`src/hw/rtl/cyclic_bracket_match_flip_core_macros.svh`:
```
// assertion macros for the cyclic bracket match flip core
// expects signals named clk and arst_n in the including module
`ifndef CYCLIC_BRACKET_MATCH_FLIP_CORE_MACROS_SVH
`define CYCLIC_BRACKET_MATCH_FLIP_CORE_MACROS_SVH

// same-cycle implication, checked out of reset
`define CBMF_ASSERT_NOW(lbl, ante, cons, msg) \
	lbl: assert property (@(posedge clk) disable iff (!arst_n) (ante) |-> (cons)) \
		else $error(msg);

// next-cycle implication, checked out of reset
`define CBMF_ASSERT_NEXT(lbl, ante, cons, msg) \
	lbl: assert property (@(posedge clk) disable iff (!arst_n) (ante) |=> (cons)) \
		else $error(msg);

`endif

```
`src/hw/rtl/cbmf_pkg.sv`:
```
// shared constants and types for the cyclic bracket match flip core
// no dependencies
package cbmf_pkg;

	// widths of the word, positions and the length register
	localparam int MAX_BITS = 32;
	localparam int POS_W    = 5;
	localparam int LEN_W    = 6;

	// prefix sums are kept with an offset so they stay unsigned
	localparam int OFF_W = 7;
	localparam logic [OFF_W-1:0] P_OFFSET = 7'(MAX_BITS);

	// a total of +1 or -1 as offset values
	localparam logic [OFF_W-1:0] TOTAL_PLUS  = 7'(MAX_BITS + 1);
	localparam int               TOTAL_MINUS_I = MAX_BITS - 1;
	localparam logic [OFF_W-1:0] TOTAL_MINUS = 7'(TOTAL_MINUS_I);

	// minimum search key: offset prefix sum above a tie-break index
	localparam int KEY_W = OFF_W + POS_W;

	// min tree split: groups reduced in the first stage
	localparam int GROUP_SIZE = 8;
	localparam int GROUPS     = MAX_BITS / GROUP_SIZE;

	// length after reset
	localparam logic [LEN_W-1:0] LEN_RESET = 6'd31;

	typedef logic [KEY_W-1:0]    key_t;
	typedef logic [OFF_W-1:0]    psum_t;
	typedef logic [MAX_BITS-1:0] word_t;
	typedef logic [POS_W-1:0]    pos_t;
	typedef logic [LEN_W-1:0]    len_t;

endpackage

```
`src/hw/rtl/cyclic_bracket_match_flip_core.sv`:
```
// top level of the cyclic bracket match flip core
// depends on cbmf_pkg and cyclic_bracket_match_flip_core_macros.svh
//
//   channel   direction  handshake              payload
//   input     in         in_valid / in_ready    word_bits, cmd
//   result    out        out_valid / out_ready  next_word, flip_position, match_error
//   config    in         cfg_wr_en              cfg_wr_data (active length)
//
// one word per cycle sustained while out_ready is held high; each accepted word
// passes through four register stages in all on its way to the outputs
// stage 1 holds the word, stage 2 the prefix-sum search keys, stage 3 the
// group minima of eight, stage 4 the result register
// each stage refills as soon as it empties or passes its word on, so a
// stalled result holds only the stages behind it that are full
// reset empties every stage and sets the active length to 31
`include "cyclic_bracket_match_flip_core_macros.svh"

module cyclic_bracket_match_flip_core (
	input  logic                                  clk,
	input  logic                                  arst_n,
	input  logic                                  cfg_wr_en,
	input  logic [cbmf_pkg::LEN_W-1:0]            cfg_wr_data,
	input  logic                                  in_valid,
	output logic                                  in_ready,
	input  logic [cbmf_pkg::MAX_BITS-1:0]         word_bits,
	input  logic                                  cmd,
	output logic                                  out_valid,
	input  logic                                  out_ready,
	output logic [cbmf_pkg::MAX_BITS-1:0]         next_word,
	output logic [cbmf_pkg::POS_W-1:0]            flip_position,
	output logic                                  match_error
);

	// length register
	cbmf_pkg::len_t active_length_q;

	always_ff @(posedge clk or negedge arst_n) begin
		if (!arst_n) begin
			active_length_q <= cbmf_pkg::LEN_RESET;
		end else if (cfg_wr_en) begin
			active_length_q <= cfg_wr_data;
		end
	end

	// stage valids and per-stage ready
	logic valid_s1, valid_s2, valid_s3, valid_s4;
	logic ready_s1, ready_s2, ready_s3, ready_s4;

	assign ready_s4 = !valid_s4 || out_ready;
	assign ready_s3 = !valid_s3 || ready_s4;
	assign ready_s2 = !valid_s2 || ready_s3;
	assign ready_s1 = !valid_s1 || ready_s2;
	assign in_ready = ready_s1;

	always_ff @(posedge clk or negedge arst_n) begin
		if (!arst_n) begin
			valid_s1 <= 1'b0;
			valid_s2 <= 1'b0;
			valid_s3 <= 1'b0;
			valid_s4 <= 1'b0;
		end else begin
			if (ready_s1) valid_s1 <= in_valid;
			if (ready_s2) valid_s2 <= valid_s1;
			if (ready_s3) valid_s3 <= valid_s2;
			if (ready_s4) valid_s4 <= valid_s3;
		end
	end

	// stage 1: input word
	cbmf_pkg::word_t word_s1;
	logic            cmd_s1;
	cbmf_pkg::len_t  len_s1;

	always_ff @(posedge clk) begin
		if (ready_s1 && in_valid) begin
			word_s1 <= word_bits;
			cmd_s1  <= cmd;
			len_s1  <= active_length_q;
		end
	end

	// opener bits and offset prefix sums P(k) + 32 for k = 0..32
	cbmf_pkg::word_t opener_c;
	cbmf_pkg::word_t used_mask_c;
	cbmf_pkg::psum_t psum_c [0:cbmf_pkg::MAX_BITS];
	cbmf_pkg::psum_t total_c;
	logic            len_bad_c;
	logic            err_c;
	logic            use_last_c;
	cbmf_pkg::key_t  keys_c [0:cbmf_pkg::MAX_BITS-1];

	assign opener_c = cmd_s1 ? word_s1 : ~word_s1;

	always_comb begin
		for (int k = 0; k <= cbmf_pkg::MAX_BITS; k++) begin
			logic [cbmf_pkg::MAX_BITS-1:0] pmask;
			logic [cbmf_pkg::LEN_W-1:0]    cnt;
			pmask = cbmf_pkg::MAX_BITS'(({1'b0, {cbmf_pkg::MAX_BITS{1'b1}}} << k)
				^ {1'b0, {cbmf_pkg::MAX_BITS{1'b1}}});
			cnt = cbmf_pkg::LEN_W'($countones(opener_c & pmask));
			psum_c[k] = {cnt, 1'b0} + cbmf_pkg::P_OFFSET - cbmf_pkg::OFF_W'(k);
		end
	end

	// length checks, total and word mask
	assign len_bad_c   = !len_s1[0] || (len_s1 > cbmf_pkg::LEN_W'(cbmf_pkg::MAX_BITS));
	assign total_c     = psum_c[len_s1];
	assign use_last_c  = (total_c == cbmf_pkg::TOTAL_PLUS);
	assign err_c       = len_bad_c
		|| ((total_c != cbmf_pkg::TOTAL_PLUS) && (total_c != cbmf_pkg::TOTAL_MINUS));
	assign used_mask_c = (len_s1 >= cbmf_pkg::LEN_W'(cbmf_pkg::MAX_BITS))
		? {cbmf_pkg::MAX_BITS{1'b1}}
		: cbmf_pkg::MAX_BITS'(({1'b0, {cbmf_pkg::MAX_BITS{1'b1}}} << len_s1)
			^ {1'b0, {cbmf_pkg::MAX_BITS{1'b1}}});

	// search keys: surplus opener takes the last minimum of P(j),
	// surplus closer the first minimum of P(j+1); unused positions max out
	always_comb begin
		for (int j = 0; j < cbmf_pkg::MAX_BITS; j++) begin
			if (cbmf_pkg::LEN_W'(j) < len_s1) begin
				if (use_last_c) begin
					keys_c[j] = {psum_c[j], ~cbmf_pkg::POS_W'(j)};
				end else begin
					keys_c[j] = {psum_c[j+1], cbmf_pkg::POS_W'(j)};
				end
			end else begin
				keys_c[j] = {cbmf_pkg::KEY_W{1'b1}};
			end
		end
	end

	// stage 2: keys and word
	cbmf_pkg::key_t  keys_s2 [0:cbmf_pkg::MAX_BITS-1];
	cbmf_pkg::word_t masked_s2, masked_s3, masked_s4;
	logic            use_last_s2, use_last_s3;
	logic            err_s2, err_s3;
	cbmf_pkg::len_t  len_s2, len_s3, len_s4;

	always_ff @(posedge clk) begin
		if (ready_s2 && valid_s1) begin
			keys_s2     <= keys_c;
			masked_s2   <= word_s1 & used_mask_c;
			use_last_s2 <= use_last_c;
			err_s2      <= err_c;
			len_s2      <= len_s1;
		end
	end

	// group minima of eight keys
	cbmf_pkg::key_t gmin_c [0:cbmf_pkg::GROUPS-1];

	always_comb begin
		for (int g = 0; g < cbmf_pkg::GROUPS; g++) begin
			gmin_c[g] = keys_s2[g*cbmf_pkg::GROUP_SIZE];
			for (int e = 1; e < cbmf_pkg::GROUP_SIZE; e++) begin
				if (keys_s2[g*cbmf_pkg::GROUP_SIZE+e] < gmin_c[g]) begin
					gmin_c[g] = keys_s2[g*cbmf_pkg::GROUP_SIZE+e];
				end
			end
		end
	end

	// stage 3: group minima
	cbmf_pkg::key_t gmin_s3 [0:cbmf_pkg::GROUPS-1];

	always_ff @(posedge clk) begin
		if (ready_s3 && valid_s2) begin
			gmin_s3     <= gmin_c;
			masked_s3   <= masked_s2;
			use_last_s3 <= use_last_s2;
			err_s3      <= err_s2;
			len_s3      <= len_s2;
		end
	end

	// overall minimum and the flipped word
	cbmf_pkg::key_t  kmin_c;
	cbmf_pkg::pos_t  pos_c;
	cbmf_pkg::word_t flipped_c;

	always_comb begin
		kmin_c = gmin_s3[0];
		for (int g = 1; g < cbmf_pkg::GROUPS; g++) begin
			if (gmin_s3[g] < kmin_c) begin
				kmin_c = gmin_s3[g];
			end
		end
	end

	assign pos_c = use_last_s3 ? ~kmin_c[cbmf_pkg::POS_W-1:0] : kmin_c[cbmf_pkg::POS_W-1:0];
	assign flipped_c = masked_s3 ^ (cbmf_pkg::MAX_BITS'(1) << pos_c);

	// stage 4: result register
	cbmf_pkg::word_t next_word_s4;
	cbmf_pkg::pos_t  flip_position_s4;
	logic            match_error_s4;

	always_ff @(posedge clk) begin
		if (ready_s4 && valid_s3) begin
			next_word_s4     <= err_s3 ? masked_s3 : flipped_c;
			flip_position_s4 <= err_s3 ? '0 : pos_c;
			match_error_s4   <= err_s3;
			masked_s4        <= masked_s3;
			len_s4           <= len_s3;
		end
	end

	assign out_valid     = valid_s4;
	assign next_word     = next_word_s4;
	assign flip_position = flip_position_s4;
	assign match_error   = match_error_s4;

	// checks
	`CBMF_ASSERT_NOW(a_err_pos_zero, valid_s4 && match_error_s4,
		flip_position_s4 == '0, "flip position not zero on error")
	`CBMF_ASSERT_NOW(a_pos_in_range, valid_s4 && !match_error_s4,
		(len_s4[0] == 1'b1) && (cbmf_pkg::LEN_W'(flip_position_s4) < len_s4),
		"flip outside odd active length")
	`CBMF_ASSERT_NOW(a_one_bit_flip, valid_s4 && !match_error_s4,
		$countones(next_word_s4 ^ masked_s4) == 1,
		"result differs from word in other than one bit")
	`CBMF_ASSERT_NEXT(a_stage_advance, valid_s3 && ready_s4, valid_s4,
		"stage 3 word lost on its way to the result")

endmodule
```
`config.mk`:
```
export PLATFORM = sky130hd
export DESIGN_NAME = cyclic_bracket_match_flip_core
export DESIGN_NICKNAME = d
export VERILOG_FILES = /design/src/hw/rtl/cbmf_pkg.sv /design/src/hw/rtl/cyclic_bracket_match_flip_core.sv
export VERILOG_INCLUDE_DIRS = /design/src /design/src/hw/rtl
export SDC_FILE = /design/constraint.sdc
export NUM_CORES = 1
export LEC_CHECK = 0
export ABC_AREA = 1
export BUFFER_PORTS_ARGS = -buffer_cell sky130_fd_sc_hd__clkbuf_2
export CORE_ASPECT_RATIO = 1.4
export CORE_MARGIN = 2
export CORE_UTILIZATION = 50
export CTS_CLUSTER_DIAMETER = 100
export DETAILED_ROUTE_END_ITERATION = 12
export GPL_ROUTABILITY_DRIVEN = 0
export MAX_ROUTING_LAYER = met4
export PLACE_DENSITY = 0.66
export SETUP_SLACK_MARGIN = 0.3
export SLEW_MARGIN = 20
export SYNTH_ARGS = -nofsm -noshare
export SYNTH_HDL_FRONTEND = slang
export SYNTH_SLANG_ARGS = --single-unit
```
`constraint.sdc`:
```
create_clock -name clk -period 11.2 [get_ports clk]
set_input_delay 2.24 -clock clk [delete_from_list [all_inputs] [get_ports clk]]
set_output_delay 2.24 -clock clk [all_outputs]
set_load 0.02 [all_outputs]
```
==> flow_metrics.py <==
metrics = {
    "final_layout": {
        "regArea_um2": 13600,
        "multi_input_area_um2": 20400,
        "final_area_um2": 40300,
        "final_cell_mix": "1007 x nand2_1, 682 x inv_1, 443 x edfxtp_1, 415 x ha_1, 290 x nor2_1",
        "final_common_cell": "nand2_1",
        "nNetsFinal": 4996,
        "nFillCells": 6762,
        "drive_above_1_share_pct": 9.56,
        "syn2layout_area_growth_pct": 9.42,
        "n_antenna_cell": 0,
    },
    "worst_hold_path": {
        "whs_path_depth": 0,
        "min_path_type": "reg2reg",
        "worstHoldEndpoint": "masked_s3[24]",
        "hp-start": "masked_s2[24]",
    },
    "critical_path": {
        "worstPathArrival_ps": 10490,
        "worst_r2r_endpoint": "keys_s2[150]",
        "path_max_fanout": 15,
        "r2r_cells": 31,
        "r2r_start": "cmd_s1",
        "worst_ep_required_time_ps": 11520,
        "regToRegSetupSlack_ps": 1030,
        "critPathLaunchType": "flop",
        "cp-end-kind": "flop",
        "crit_path_frequent_cell": "inv_1",
        "slowest_delay_ps": 620,
        "cpMaxStageDelayCell": "fa_1",
        "criticalPathCategory": "reg2reg",
    },
    "cts": {
        "cts_buffers": 48,
        "clk_pin_slew_worst_paths_ps": 70,
        "cts_max_path_buffers": 3,
        "insertion_delay_ps": 630,
        "clkSinkCount": 453,
        "cts-root-buf": "clkbuf_16",
        "cts_hold_buf": 0,
        "ctsHtreeMaxLevel": 2,
        "cts_tree": "built",
    },
    "timing": {
        "tns_ps": 0,
        "timing_max_transition_violations_final": 0,
        "rsz0062_at_grt": "no",
        "max_freq_mhz": 98.3,
        "fin_skew_ps": 26.4,
        "final.period_utilization_pct": 90.8,
        "fin_crit_ps": 10170,
        "setup_viol_count_final": 0,
        "finalHoldViolCount": 0,
        "slew_headroom_pct": 27.2,
        "worst_pin_slew_ps": 1090,
    },
    "drt": {
        "drtIter0Drc": 2199,
        "drc": 0,
        "ant_nets": 0,
        "wire_per_inst_um": 19.1,
        "viasPerCell": 5.59,
        "vias": 30534,
        "dr.pass1.iters": 6,
        "routed_wirelength_um": 104000,
    },
    "placed_design": {
        "port_buffers": 83,
        "hpwlAfterDp_um": 82600,
        "dpl_cell_area_um2": 38400,
    },
    "global_route": {
        "grtUsageTotal_pct": 28.1,
        "grt_max_degree": 80,
        "grt_pass1_wl_um": 160000,
        "overflow": 0,
        "antenna_found_initial": 1,
        "grt_pass1_vias": 29852,
    },
    "floorplanning": {
        "io_pins": 84,
        "die_y_um": 325,
        "core_um2": 72900,
        "row_count": 117,
        "die_area_um2": 76000,
        "start_util_pct": 50.6,
        "die_w_um": 233,
    },
    "yosys": {
        "ys_ff_latch": 453,
        "ys_seq_area_share_pct": 36.8,
        "synth_warnings": 0,
        "synthFlopType": "edfxtp_1",
        "synth-edff-count": 443,
        "async_flop_share_pct": 2.21,
        "syn_nets": 4873,
        "syn_avg_cell_area_um2": 8.48,
        "syn_inst": 4346,
        "yosys.cell_types.count": 60,
        "syn_area_um2": 36900,
    },
    "outcome": {
        "status": "completed",
    },
    "run": {
        "drv_cap": 0,
    },
}
-- layer usage --
| layer | vias up | global-route usage, % | routed length [um] |
|---|---|---|---|
| li1 | 14939 | - | - |
| met2 | 994 | 49.8 | 53400 |
| met5 | - | - | 0 |
| met3 | 366 | 3.61 | 6250 |
| met4 | 0 | 15.0 | 6660 |
| met1 | 14235 | 30.4 | 38000 |
-- critical path: cells and delay by family (launching register included) --
family,cells,cell delay (ps)
xor+xnor,3,780
simple gates,9,2730
compound gates,6,1790
buf+inv,7,1360
fa+ha+maj,6,2820
flops,1,350
-- cell families after synthesis --
| family | count (synthesis) | synth area share [%] |
|---|---|---|
| compound gates | 680 | 11.4 |
| xor+xnor | 179 | 4.25 |
| fa+ha+maj | 483 | 17.8 |
| buf+inv | 781 | 8.35 |
| flops | 453 | 36.8 |
| mux | 6 | 0.183 |
| other cells | 1 | 0.0102 |
| simple gates | 1763 | 21.2 |
-- registers in the layout, summed over array words and instances, names as in the netlist, 5 cells and up --
register         count
keys_s2            252
flip_position        5
len_s1               6
next_word           32
word_s1             32
active_length_q      6
masked_s3           32
masked_s2           32
gmin_s3             46
-- how the worst max path moves through the flow --
stage / from / to / slack, ps / depth (start not counted)
after detailed placement: keys_s2[77] / gmin_s3[10] / 370 / 50
final: cmd_s1 / keys_s2[150] / 1030 / 31
after global routing: keys_s2[275] / gmin_s3[24] / 260 / 72
after floorplan: keys_s2[77] / gmin_s3[1] / 1030 / 56
after CTS: keys_s2[77] / gmin_s3[10] / 310 / 50
after global placement: keys_s2[77] / gmin_s3[2] / 660 / 50
-- what timing repair did --
item / CTS / global route
endpoints found under the setup margin: 0 / 46
resized for setup: 0 / 49
buffers inserted: 0 / 21
-- stage by stage --
| step | hold WS [ps] | std cells | setup slack [ps] | util (%) |
|---|---|---|---|---|
| after floorplan | 400 | 4346 | 1030 | - |
| after global placement | 401 | 5347 | 665 | 52.7 |
| after detailed placement | 405 | 5347 | 373 | 52.7 |
| after CTS | 408 | 5437 | 309 | 54.9 |
| after global routing | 421 | 5461 | 257 | 55.3 |
| final | 404 | 5461 | 1030 | 55.3 |
-- cells in the mapped netlist, types with 6 or more instances --
cell type	count	area, um^2
a211oi_1	26	195
a21o_1	10	75.1
a21oi_1	135	676
a221oi_1	11	96.3
a22oi_1	168	1260
a31oi_1	17	106
buf_1	6	22.5
buf_6	8	90.1
clkbuf_1	56	210
edfxtp_1	443	13300
fa_1	68	1360
ha_1	415	5190
inv_1	684	2570
inv_2	9	33.8
mux2_2	6	67.6
nand2_1	1008	3780
nand2_2	88	551
nand2_4	14	158
nand3_1	183	916
nand3_2	19	190
nand3_4	9	158
nand3b_1	21	158
nand4_1	90	563
nor2_1	295	1110
nor2_2	7	43.8
nor3_1	10	50.1
o2111ai_1	8	70.1
o211ai_1	11	82.6
o21a_1	11	82.6
o21ai_0	223	1120
o21bai_1	12	90.1
o22ai_1	23	144
or2_2	9	56.3
xnor2_1	57	499
xor2_1	122	1070
-- layout make-up --
| cell class | instances | area share (%) |
|---|---|---|
| tap | 952 | 2.95 |
| sequential | 453 | 33.6 |
| timing repair buffer | 156 | 2.42 |
| clock inverter | 34 | 0.850 |
| inverter | 696 | 6.50 |
| multi-input combinational | 3114 | 50.6 |
| clock buffer | 56 | 3.08 |
Power is not shown: default switching activity piles up to over one toggle a cycle in this logic, so the estimate is an artifact.
